$ cat src/pcr_pkg.sv
// Package for the prime range counter: field widths, sequencer states and
// the status group passed from the remainder unit to the sequencer.
// No dependencies.
package pcr_pkg;

  // Field widths fixed by the stream format
  localparam int FIELD_W        = 16;
  localparam int COUNT_W        = 16;
  localparam int VALUE_BITS_DEF = 16;

  // Sequencer states
  typedef enum logic [2:0] {
    S_IDLE,
    S_CAND,
    S_TEST,
    S_WAIT,
    S_NEXT,
    S_DONE
  } seq_state_t;

  // Status from the remainder unit
  typedef struct packed {
    logic done;   // one-cycle pulse, remainder is final
    logic zero;   // remainder is zero (valid with done)
  } rem_status_t;

endpackage

$ cat src/pcr_rem_unit.sv
// Shared remainder unit: restoring division, one quotient bit per cycle.
// Depends on pcr_pkg for the status struct.
module pcr_rem_unit #(
  parameter int VAL_W = 16
) (
  input  logic                clk,
  input  logic                rst_n,
  input  logic                start,
  input  logic [VAL_W-1:0]    dividend,
  input  logic [VAL_W:0]      divisor,
  output pcr_pkg::rem_status_t status
);

  localparam int CW = $clog2(VAL_W + 1);

  logic             busy_r, busy_nxt;
  logic             done_r, done_nxt;
  logic [CW-1:0]    cnt_r, cnt_nxt;
  logic [VAL_W:0]   rem_r, rem_nxt;
  logic [VAL_W:0]   div_r, div_nxt;
  logic [VAL_W-1:0] shf_r, shf_nxt;
  logic [VAL_W+1:0] trial;

  // One shift-subtract step per cycle
  always_comb begin
    busy_nxt = busy_r;
    done_nxt = 1'b0;
    cnt_nxt  = cnt_r;
    rem_nxt  = rem_r;
    div_nxt  = div_r;
    shf_nxt  = shf_r;
    trial    = {rem_r, shf_r[VAL_W-1]};
    if (start) begin
      busy_nxt = 1'b1;
      cnt_nxt  = CW'(VAL_W);
      rem_nxt  = '0;
      div_nxt  = divisor;
      shf_nxt  = dividend;
    end else if (busy_r) begin
      if (trial >= {1'b0, div_r}) begin
        rem_nxt = (VAL_W+1)'(trial - {1'b0, div_r});
      end else begin
        rem_nxt = trial[VAL_W:0];
      end
      shf_nxt = {shf_r[VAL_W-2:0], 1'b0};
      cnt_nxt = cnt_r - CW'(1);
      if (cnt_r == CW'(1)) begin
        busy_nxt = 1'b0;
        done_nxt = 1'b1;
      end
    end
  end

  always_ff @(posedge clk) begin
    if (!rst_n) begin
      busy_r <= 1'b0;
      done_r <= 1'b0;
      cnt_r  <= '0;
    end else begin
      busy_r <= busy_nxt;
      done_r <= done_nxt;
      cnt_r  <= cnt_nxt;
    end
  end

  // Datapath registers, no reset needed
  always_ff @(posedge clk) begin
    rem_r <= rem_nxt;
    div_r <= div_nxt;
    shf_r <= shf_nxt;
  end

  assign status.done = done_r;
  assign status.zero = (rem_r == '0);

endmodule

$ cat src/pcr_seq.sv
// Sequencer: walks the candidates of a range and their trial divisors,
// driving the shared remainder unit. Depends on pcr_pkg and pcr_rem_unit.
module pcr_seq #(
  parameter int VAL_W = 16
) (
  input  logic                        clk,
  input  logic                        rst_n,
  input  logic                        start,
  input  logic [VAL_W-1:0]            lo,
  input  logic [VAL_W-1:0]            hi,
  input  logic                        res_free,
  output logic                        idle,
  output logic                        done,
  output logic [pcr_pkg::COUNT_W-1:0] count
);

  localparam int CNT_W = pcr_pkg::COUNT_W;

  pcr_pkg::seq_state_t state_r, state_nxt;
  logic [VAL_W-1:0]   n_r, n_nxt;
  logic [VAL_W-1:0]   hi_r, hi_nxt;
  logic [VAL_W:0]     d_r, d_nxt;
  logic [VAL_W+1:0]   sq_r, sq_nxt;
  logic [CNT_W-1:0]   cnt_r, cnt_nxt;
  logic               rem_start;
  pcr_pkg::rem_status_t rem_st;

  pcr_rem_unit #(.VAL_W(VAL_W)) u_rem (
    .clk      (clk),
    .rst_n    (rst_n),
    .start    (rem_start),
    .dividend (n_r),
    .divisor  (d_r),
    .status   (rem_st)
  );

  always_ff @(posedge clk) begin
    if (!rst_n) begin
      state_r <= pcr_pkg::S_IDLE;
    end else begin
      state_r <= state_nxt;
    end
  end

  always_ff @(posedge clk) begin
    n_r   <= n_nxt;
    hi_r  <= hi_nxt;
    d_r   <= d_nxt;
    sq_r  <= sq_nxt;
    cnt_r <= cnt_nxt;
  end

  // Next state: candidate loop with inner divisor loop up to sqrt(n)
  always_comb begin
    state_nxt = state_r;
    n_nxt     = n_r;
    hi_nxt    = hi_r;
    d_nxt     = d_r;
    sq_nxt    = sq_r;
    cnt_nxt   = cnt_r;
    rem_start = 1'b0;
    done      = 1'b0;
    unique case (state_r)
      pcr_pkg::S_IDLE: begin
        if (start) begin
          n_nxt   = lo;
          hi_nxt  = hi;
          cnt_nxt = '0;
          state_nxt = (lo > hi) ? pcr_pkg::S_DONE : pcr_pkg::S_CAND;
        end
      end
      pcr_pkg::S_CAND: begin
        // 0 and 1 are never prime
        if (n_r < VAL_W'(2)) begin
          state_nxt = pcr_pkg::S_NEXT;
        end else begin
          d_nxt     = (VAL_W+1)'(2);
          sq_nxt    = (VAL_W+2)'(4);
          state_nxt = pcr_pkg::S_TEST;
        end
      end
      pcr_pkg::S_TEST: begin
        // no divisor up to sqrt(n) divides it: prime
        if (sq_r > {2'b00, n_r}) begin
          cnt_nxt   = cnt_r + CNT_W'(1);
          state_nxt = pcr_pkg::S_NEXT;
        end else begin
          rem_start = 1'b1;
          state_nxt = pcr_pkg::S_WAIT;
        end
      end
      pcr_pkg::S_WAIT: begin
        if (rem_st.done) begin
          if (rem_st.zero) begin
            state_nxt = pcr_pkg::S_NEXT;
          end else begin
            // 2 -> 3, then odd divisors only; square tracked incrementally
            if (d_r == (VAL_W+1)'(2)) begin
              d_nxt  = (VAL_W+1)'(3);
              sq_nxt = (VAL_W+2)'(9);
            end else begin
              d_nxt  = d_r + (VAL_W+1)'(2);
              sq_nxt = sq_r + {d_r, 1'b0} + {d_r, 1'b0} + (VAL_W+2)'(4);
            end
            state_nxt = pcr_pkg::S_TEST;
          end
        end
      end
      pcr_pkg::S_NEXT: begin
        if (n_r == hi_r) begin
          state_nxt = pcr_pkg::S_DONE;
        end else begin
          n_nxt     = n_r + VAL_W'(1);
          state_nxt = pcr_pkg::S_CAND;
        end
      end
      pcr_pkg::S_DONE: begin
        if (res_free) begin
          done      = 1'b1;
          state_nxt = pcr_pkg::S_IDLE;
        end
      end
      default: state_nxt = pcr_pkg::S_IDLE;
    endcase
  end

  assign idle  = (state_r == pcr_pkg::S_IDLE);
  assign count = cnt_r;

endmodule

$ cat src/prime_count_in_range.sv
// Top level of the prime range counter: stream ports and result register.
// Depends on pcr_pkg and pcr_seq (which holds pcr_rem_unit).
//
//  channel | dir | handshake          | payload
//  --------+-----+--------------------+-------------------------------------
//  in      | in  | in_tvalid/tready   | in_tdata: range_low, range_high
//  out     | out | out_tvalid/tready  | out_tdata: prime_count
//
// Each candidate is tested by trial division with 2, then with odd values
// while d*d <= n, on the bit-serial remainder unit that all divisions
// share. An empty range is finished without testing any candidate.
// in_tready is high only while the sequencer is idle. The result waits in
// an output register; a stalled output holds the sequencer at its end.
// Reset is synchronous, active low, and returns the sequencer to idle.
module prime_count_in_range #(
  parameter int VALUE_BITS = pcr_pkg::VALUE_BITS_DEF
) (
  input  logic        clk,
  input  logic        rst_n,
  input  logic        in_tvalid,
  output logic        in_tready,
  input  logic [31:0] in_tdata,   // [15:0] range_low, [31:16] range_high
  output logic        out_tvalid,
  input  logic        out_tready,
  output logic [15:0] out_tdata   // [15:0] prime_count
);

  localparam int FW    = pcr_pkg::FIELD_W;
  localparam int VAL_W = (VALUE_BITS < FW) ? VALUE_BITS : FW;

  logic                        seq_idle;
  logic                        seq_done;
  logic [pcr_pkg::COUNT_W-1:0] seq_count;
  logic                        out_valid_r;
  logic [pcr_pkg::COUNT_W-1:0] out_data_r;
  logic                        res_free;
  logic                        in_acc;

  assign in_tready = seq_idle;
  assign in_acc    = in_tvalid && seq_idle;
  assign res_free  = !out_valid_r || out_tready;

  // Bounds are masked to the value width
  pcr_seq #(.VAL_W(VAL_W)) u_seq (
    .clk      (clk),
    .rst_n    (rst_n),
    .start    (in_acc),
    .lo       (in_tdata[VAL_W-1:0]),
    .hi       (in_tdata[FW+VAL_W-1:FW]),
    .res_free (res_free),
    .idle     (seq_idle),
    .done     (seq_done),
    .count    (seq_count)
  );

  // Output register
  always_ff @(posedge clk) begin
    if (!rst_n) begin
      out_valid_r <= 1'b0;
    end else if (seq_done) begin
      out_valid_r <= 1'b1;
    end else if (out_tready) begin
      out_valid_r <= 1'b0;
    end
  end

  always_ff @(posedge clk) begin
    if (seq_done) begin
      out_data_r <= seq_count;
    end
  end

  assign out_tvalid = out_valid_r;
  assign out_tdata  = out_data_r;

endmodule

$ cat config.mk
export PLATFORM = sky130hd
export DESIGN_NAME = prime_count_in_range
export DESIGN_NICKNAME = d
export VERILOG_FILES = /design/src/pcr_pkg.sv /design/src/pcr_rem_unit.sv /design/src/pcr_seq.sv /design/src/prime_count_in_range.sv
export SDC_FILE = /design/constraint.sdc
export NUM_CORES = 1
export LEC_CHECK = 0
export BUFFER_PORTS_ARGS = -buffer_cell sky130_fd_sc_hd__buf_4
export CORE_MARGIN = 2
export CORE_UTILIZATION = 35
export CTS_CLUSTER_DIAMETER = 200
export DETAILED_ROUTE_END_ITERATION = 8
export PLACE_DENSITY = 0.62
export SETUP_SLACK_MARGIN = 0.15
export SLEW_MARGIN = 25
export SYNTH_ARGS = -nofsm -noshare
export SYNTH_HDL_FRONTEND = slang
export SYNTH_SLANG_ARGS = --single-unit
$ cat constraint.sdc
create_clock -name clk -period 3.9 [get_ports clk]
set_input_delay 0.78 -clock clk [delete_from_list [all_inputs] [get_ports clk]]
set_output_delay 0.78 -clock clk [all_outputs]
set_load 0.1 [all_outputs]
After elaboration in Yosys (flattened, before gate mapping)
Cells that the tools add are included.
Cells by class
  $add $sub $neg: 8
  multipliers: 0
  div/mod/pow operators: 0
  order comparisons: 4
  eq/ne operators: 15
  shifts and indexed selects: 0
  muxes and demuxes: 40
  bitwise gates (word level): 2
  reductions and logical operators: 17
Operators by type and width (count)
  16-bit 2-to-1 mux: 6
  17-bit 2-to-1 mux: 5
  18-bit 2-to-1 mux: 4
  16-bit one-hot mux with 2 select lines: 2
  18-bit adder: 2
  18-bit one-hot mux with 2 select lines: 1
  17-bit one-hot mux with 2 select lines: 1
  16-bit by 1-bit adder with 16-bit output, second input constant: 2
  3-bit 2-to-1 mux: 8
  18-bit by 3-bit adder with 18-bit output, second input constant: 1
  18-bit by 17-bit greater-or-equal comparator with 1-bit output: 1
  18-bit by 16-bit greater-than comparator with 1-bit output: 1
  3-bit one-hot mux with 6 select lines: 1
  17-bit by 2-bit adder with 17-bit output, second input constant: 1
  17-bit by 2-bit equality test with 1-bit output, second input constant: 1
  17-bit logical NOT: 1
  17-bit subtractor: 1
  16-bit equality test: 1
  16-bit greater-than comparator: 1
  16-bit by 2-bit less-than comparator with 1-bit output, second input constant: 1
  1-bit 2-to-1 mux: 10
  5-bit 2-to-1 mux: 2
  2-bit != test, second input constant: 5
  2-bit nonzero test: 5
  other kinds (16): 22
Word-level totals
  register bits: 160
  bits in latches: 0
  bits in writable memories: 0
  bits in read-only memories: 0
  bits of input ports: 36
  output and inout port bits: 18
  logic and storage cells: 101
  memories: 0

Depth between registers and ports, before layout
  word-level depth: 7
  gate-level depth with buffers: 12
  mapped depth without buffers: 12

Hierarchy
Synthesis repeated with hierarchy kept, for this count alone.
Second synthesis, totals
  cell total of the unflattened synthesis: 891
  area, all modules: 9519.1 µm²
By module, submodules not included
  pcr_seq: instances 1, cells an instance 565, area each 5769.3 µm², seq. area each 2522.4 µm²
  pcr_rem_unit: instances 1, cells an instance 305, area each 3214.3 µm², seq. area each 1471.4 µm²
  prime_count_in_range: instances 1, cells an instance 21, area each 535.5 µm², seq. area each 500.5 µm²

Least setup slack after synthesis
No wires, ideal clock.
  path kind: register to register
  from: register u_seq.n_r[4]
  to: register u_seq.cnt_r[0], in the netlist u_seq.count[0], enable pin
  setup time: 0.388 ns
  arrival time: 2.715 ns
  setup slack: 0.796 ns
  cell stages (with the launch flop): 13
  path buffers: 3
  period minus slack after synthesis: 3.104 ns
  cells stage by stage: edfxtp_1 -> clkbuf_1 -> inv_1 -> ha_1 -> nand4b_1 -> nor3_1 -> o21a_1 -> o211a_1 -> or3_1 -> buf_6 -> inv_1 -> buf_2 -> nor2_1
On the way
  longest elaborated chain between the ends: 3
RTL lines
  from (decl): RTL line pcr_seq.sv:20  | logic [VAL_W-1:0] n_r, n_nxt;
  from (signal assigned): RTL line pcr_seq.sv:46  | n_r <= n_nxt;
  18-bit by 16-bit greater-than comparator with 1-bit output: RTL line pcr_seq.sv:84  | if (sq_r > {2'b00, n_r}) begin
  2-bit by 1-bit != test with 1-bit output (no line)
  3-bit AND reduction (no line)
  to (signal assigned): RTL line pcr_seq.sv:50  | cnt_r <= cnt_nxt;
  to (decl): RTL line pcr_seq.sv:24  | logic [CNT_W-1:0] cnt_r, cnt_nxt;
Every way passes these cells.
A chain may end at the register's enable or synchronous reset.

Worst setup path in the final report
  from: register u_seq.d_r[1]
  to: register u_seq.sq_r[15], data pin
On the way
  longest elaborated chain between the ends: 7
  elaborated cells between the ends (all ways): 8
  those cells by class: 3 x add/sub; 1 x eq/ne; 4 x mux
RTL lines
  from (decl): RTL line pcr_seq.sv:22  | logic [VAL_W:0] d_r, d_nxt;
  from (signal assigned): RTL line pcr_seq.sv:48  | d_r <= d_nxt;
  18-bit adder (2 in a row): RTL line pcr_seq.sv:103  | sq_nxt = sq_r + {d_r, 1'b0} + {d_r, 1'b0} + (VAL_W+2)'(4);
  18-bit by 3-bit adder with 18-bit output: RTL line pcr_seq.sv:103
  18-bit 2-to-1 mux *: RTL line pcr_seq.sv:98  | if (d_r == (VAL_W+1)'(2)) begin
  18-bit 2-to-1 mux *: RTL line pcr_seq.sv:94  | if (rem_st.zero) begin
  18-bit 2-to-1 mux *: RTL line pcr_seq.sv:93  | if (rem_st.done) begin
  18-bit one-hot mux with 2 select lines *: RTL line pcr_seq.sv:63  | unique case (state_r)
  to (signal assigned): RTL line pcr_seq.sv:49  | sq_r <= sq_nxt;
  to (decl): RTL line pcr_seq.sv:23  | logic [VAL_W+1:0] sq_r, sq_nxt;
Every way passes the cells marked *; elsewhere a longest branch is shown, timed or not. The select of a mux whose other input is x is not followed.

==> run_results.csv <==
group,metric,value,unit
worst_setup_path,critical_path_class,"reg -> reg",
placement,dp.cells,1277,
global_route,met1_usage,21.02,%
cts,cts_tree,"done",
global_route,grt_max_degree,45,
floorplanning,coreArea,26800,um^2
timing,tns,0,ns
timing,finalSetupViolations,0,
synthesis,synth_simple_gate_area_share,14.66,%
placement,placed_area,10310,um^2
worst_setup_path,worstPathArrival,3.45,ns
synthesis,synthMostInstantiatedCell,"edfxtp_1",
floorplanning,start_util,35.53,%
worst_setup_path,start_kind,"flop",
cts,cts_sinks,159,
drt,final_antenna_net_count,0,
timing,slew_headroom,49.98,%
cells_and_area,fin_cells,1309,
global_route,grtUsageTotal,15.13,%
worst_setup_path,r2r_cells,10,
cts,cts_setup_buffers,0,
cts,cts_made_buffers,17,
timing,final.period_utilization,84.15,%
job,drv_cap,0,
placement,dpl.hpwl,15290,um
floorplanning,dieArea,28540,um^2
worst_setup_path,required,4.07,ns
drt,via_per_inst,5.190,
timing,max_freq,0.3047,GHz
timing,rsz0062_at_grt,"false",
power,vdd.ir_drop.worst,227.3,uV
synthesis,synth_compound_area_share,11.73,%
global_route,grt_pass1_wl,34310,um
synthesis,ys_ff_latch,159,
synthesis,muxShareOfSynthArea,3.574,%
cts,post_cts_resized,0,
synthesis,synth_top_family_by_area,"simple AND/OR/NAND/NOR gates",
power,finalPower,5.804,mW
worst_setup_path,path_cells,"ha_1, ha_1, fa_1, a211oi_1, o21bai_1, a31oi_1, o21ai_0, o41ai_1, xor2_1, nor2_1",
worst_setup_path,crit_top_cell,"ha_1",
timing,hold_viol_final,0,
cells_and_area,final_nets,1075,
synthesis,syn_nets,1021,
synthesis,synth_xor_area_share,7.175,%
placement,numPortBuffers,53,
synthesis,synth_seq_area_share,47.20,%
synthesis,synth_warnings,0,
global_route,grt_pass1_vias,6506,
cells_and_area,syn_to_final_growth,14.93,%
synthesis,avgSynthCellArea,10.57,um^2
floorplanning,num_rows,60,
cells_and_area,post-route-cell-area,10940,um^2
drt,wl_per_cell,15.95,um
synthesis,synth_common_cells,"131 x edfxtp_1, 90 x nor2_1, 82 x ha_1",
timing,worstMarginPinSlew,0.7503,ns
floorplanning,ios,54,
synthesis,synth_top_area_share,41.31,%
global_route,grt.met2_usage,24.31,%
timing,clock_skew,0.01625,ns
worst_setup_path,end_kind,"flop",
cts,root_buffer,"clkbuf_16",
min_path,min_path_cells,0,
synthesis,synth_ff_type,"edfxtp_1",
global_route,gr-max-usage-layer,"met2",
synthesis,synthTopCellsByArea,"edfxtp_1 41%, ha_1 11%, dfxtp_1 5.9%, xnor2_1 3.9%, nor2_1 3.5%",
timing,post-route-min-period,3.282,ns
drt,drt_first_pass_iters,5,
global_route,antenna_found_initial,0,
global_route,gr-total-overflow,0,
synthesis,synth_edf_count,131,
synthesis,async_flop_share,0,%
floorplanning,die_w,168.9,um
cts,htreeDepth,4,
timing,slew_violations,0,
outcome,status,"completed",
cells_and_area,antenna_cells,0,
floorplanning,dieHeight,168.9,um
placement,gp_congestion,0.8494,
drt,drc,0,
synthesis,synth.distinct_cells,60,
power,power.leakage,4.417,nW
drt,wl,20880,um
power,power_density,530.4,nW/um^2
worst_setup_path,slowest_stage,"edfxtp_1",
global_route,met3_usage,2.408,%
cells_and_area,drive_above_1_share,12.60,%
drt,vias,6794,
cells_and_area,fillCellCount,2472,
cts,path_clk_slew,0.08,ns
worst_setup_path,cp_max_fo,9,
worst_setup_path,cpPeakStageDelay,0.52,ns
synthesis,yosysTopAreaCell,"edfxtp_1",
synthesis,syn_area,9522,um^2
cts,cts_buffer_depth,2,
synthesis,synthAdderAreaFrac,11.20,%
min_path,worstHoldPathType,"reg -> reg",
drt,drtIter0Drc,476,
cts,clock_latency,0.45,ns
cts,postCtsHoldBufs,0,
synthesis,syn_inst,901,
-- worst max-delay path: cells and delay by family (launching register included) --
kind,cells,cell delay (ns)
xor gates and xnor gates,1,0.18
adders and majority gates,3,1.00
AOI/OAI and AO/OA,5,1.25
DFF,1,0.52
and+or+nand+nor,1,0.06
-- flip-flops by register name (all words and copies together), names as in the netlist --
register	cells
u_seq.u_rem.div_r	17
u_seq.u_rem.cnt_r	5
u_seq.state_r	3
u_seq.u_rem.done_r	1
u_seq.u_rem.busy_r	1
u_seq.count	16
u_seq.u_rem.rem_r	17
u_seq.d_r	17
out_tvalid	1
u_seq.hi_r	16
u_seq.sq_r	17
u_seq.n_r	16
u_seq.u_rem.shf_r	16
out_tdata	16
-- cell usage in the layout, fill, tap and decap left out, drive strengths merged, types with 7 or more instances in the layout --
master | synthesis | routed
a21o | 12 | 12
nand4 | 19 | 19
ha | 82 | 82
nand2b | 11 | 11
a211oi | 19 | 19
inv | 72 | 78
and3 | 17 | 17
and2 | 8 | 8
or3 | 14 | 14
nor2b | 7 | 7
buf | 10 | 64
nor4 | 17 | 17
a21oi | 62 | 62
mux2i | 10 | 10
nor2 | 90 | 90
o21bai | 7 | 7
nand3 | 25 | 25
a31oi | 9 | 9
clkinv | 0 | 9
nor3 | 12 | 12
mux2 | 17 | 17
dfxtp | 28 | 28
nand2 | 35 | 35
xnor2 | 42 | 42
o21ai | 33 | 33
clkbuf | 19 | 17
edfxtp | 131 | 131
xor2 | 36 | 36
-- metrics by stage --
stage | setup WS (ns) | hold WS, ns | util, %
floorplan | 0.7964 | 0.4360 | -
global placement | 0.7404 | 0.4584 | 38.37
detailed placement | 0.6874 | 0.4627 | 38.47
CTS | 0.6619 | 0.4832 | 40.83
global route | 0.3318 | 0.4993 | 40.83
finish | 0.6181 | 0.4732 | 40.83
-- routing by layer --
| metal | up-vias | routed length (um) |
|---|---|---|
| li1 | 3410 | - |
| met1 | 3203 | 10100 |
| met4 | 0 | 307 |
| met3 | 25 | 824 |
| met5 | - | 0 |
| met2 | 156 | 9647 |
-- final timing paths --
kind,start,endpoint,slack [ns]
worst min register to register,u_seq.count[15]$_SDFFCE_PP0P_,out_tdata[15]$_DFFE_PP_,0.47
worst min-delay path,u_seq.count[15]$_SDFFCE_PP0P_,out_tdata[15]$_DFFE_PP_,0.47
worst max-delay path,u_seq.d_r[1]$_SDFFCE_PP1P_,u_seq.sq_r[15]$_SDFFCE_PP0P_,0.62
worst max register to register,u_seq.d_r[1]$_SDFFCE_PP1P_,u_seq.sq_r[15]$_SDFFCE_PP0P_,0.62
-- cell type report --
cell class	count	area, um^2	share of cell area (%)
clock inverters	15	206.4	1.887
clock buffers	17	425.4	3.887
inverters	72	270.3	2.470
multi-input cells	641	4619	42.21
flip-flops and latches	159	4494	41.07
well taps	341	426.7	3.899
repair buffers	64	500.5	4.574
-- power by group --
group	switching (mW)	leakage (nW)	internal [mW]
logic	0.974	2.65	0.761
registers	0.257	1.46	2.08
clock network	0.853	0.303	0.883
-- logic make-up (layout without fill, tap and decap cells) --
group,after synthesis,in the layout
AND/OR/NAND/NOR,274,274
AO/OA/AOI/OAI,178,178
flip-flops,159,159
buffers and inverters,101,168
adder cells (fa/ha/maj),84,84
XOR/XNOR,78,78
multiplexers,27,27
No activity file was read; power rests on OpenSTA's default activity.
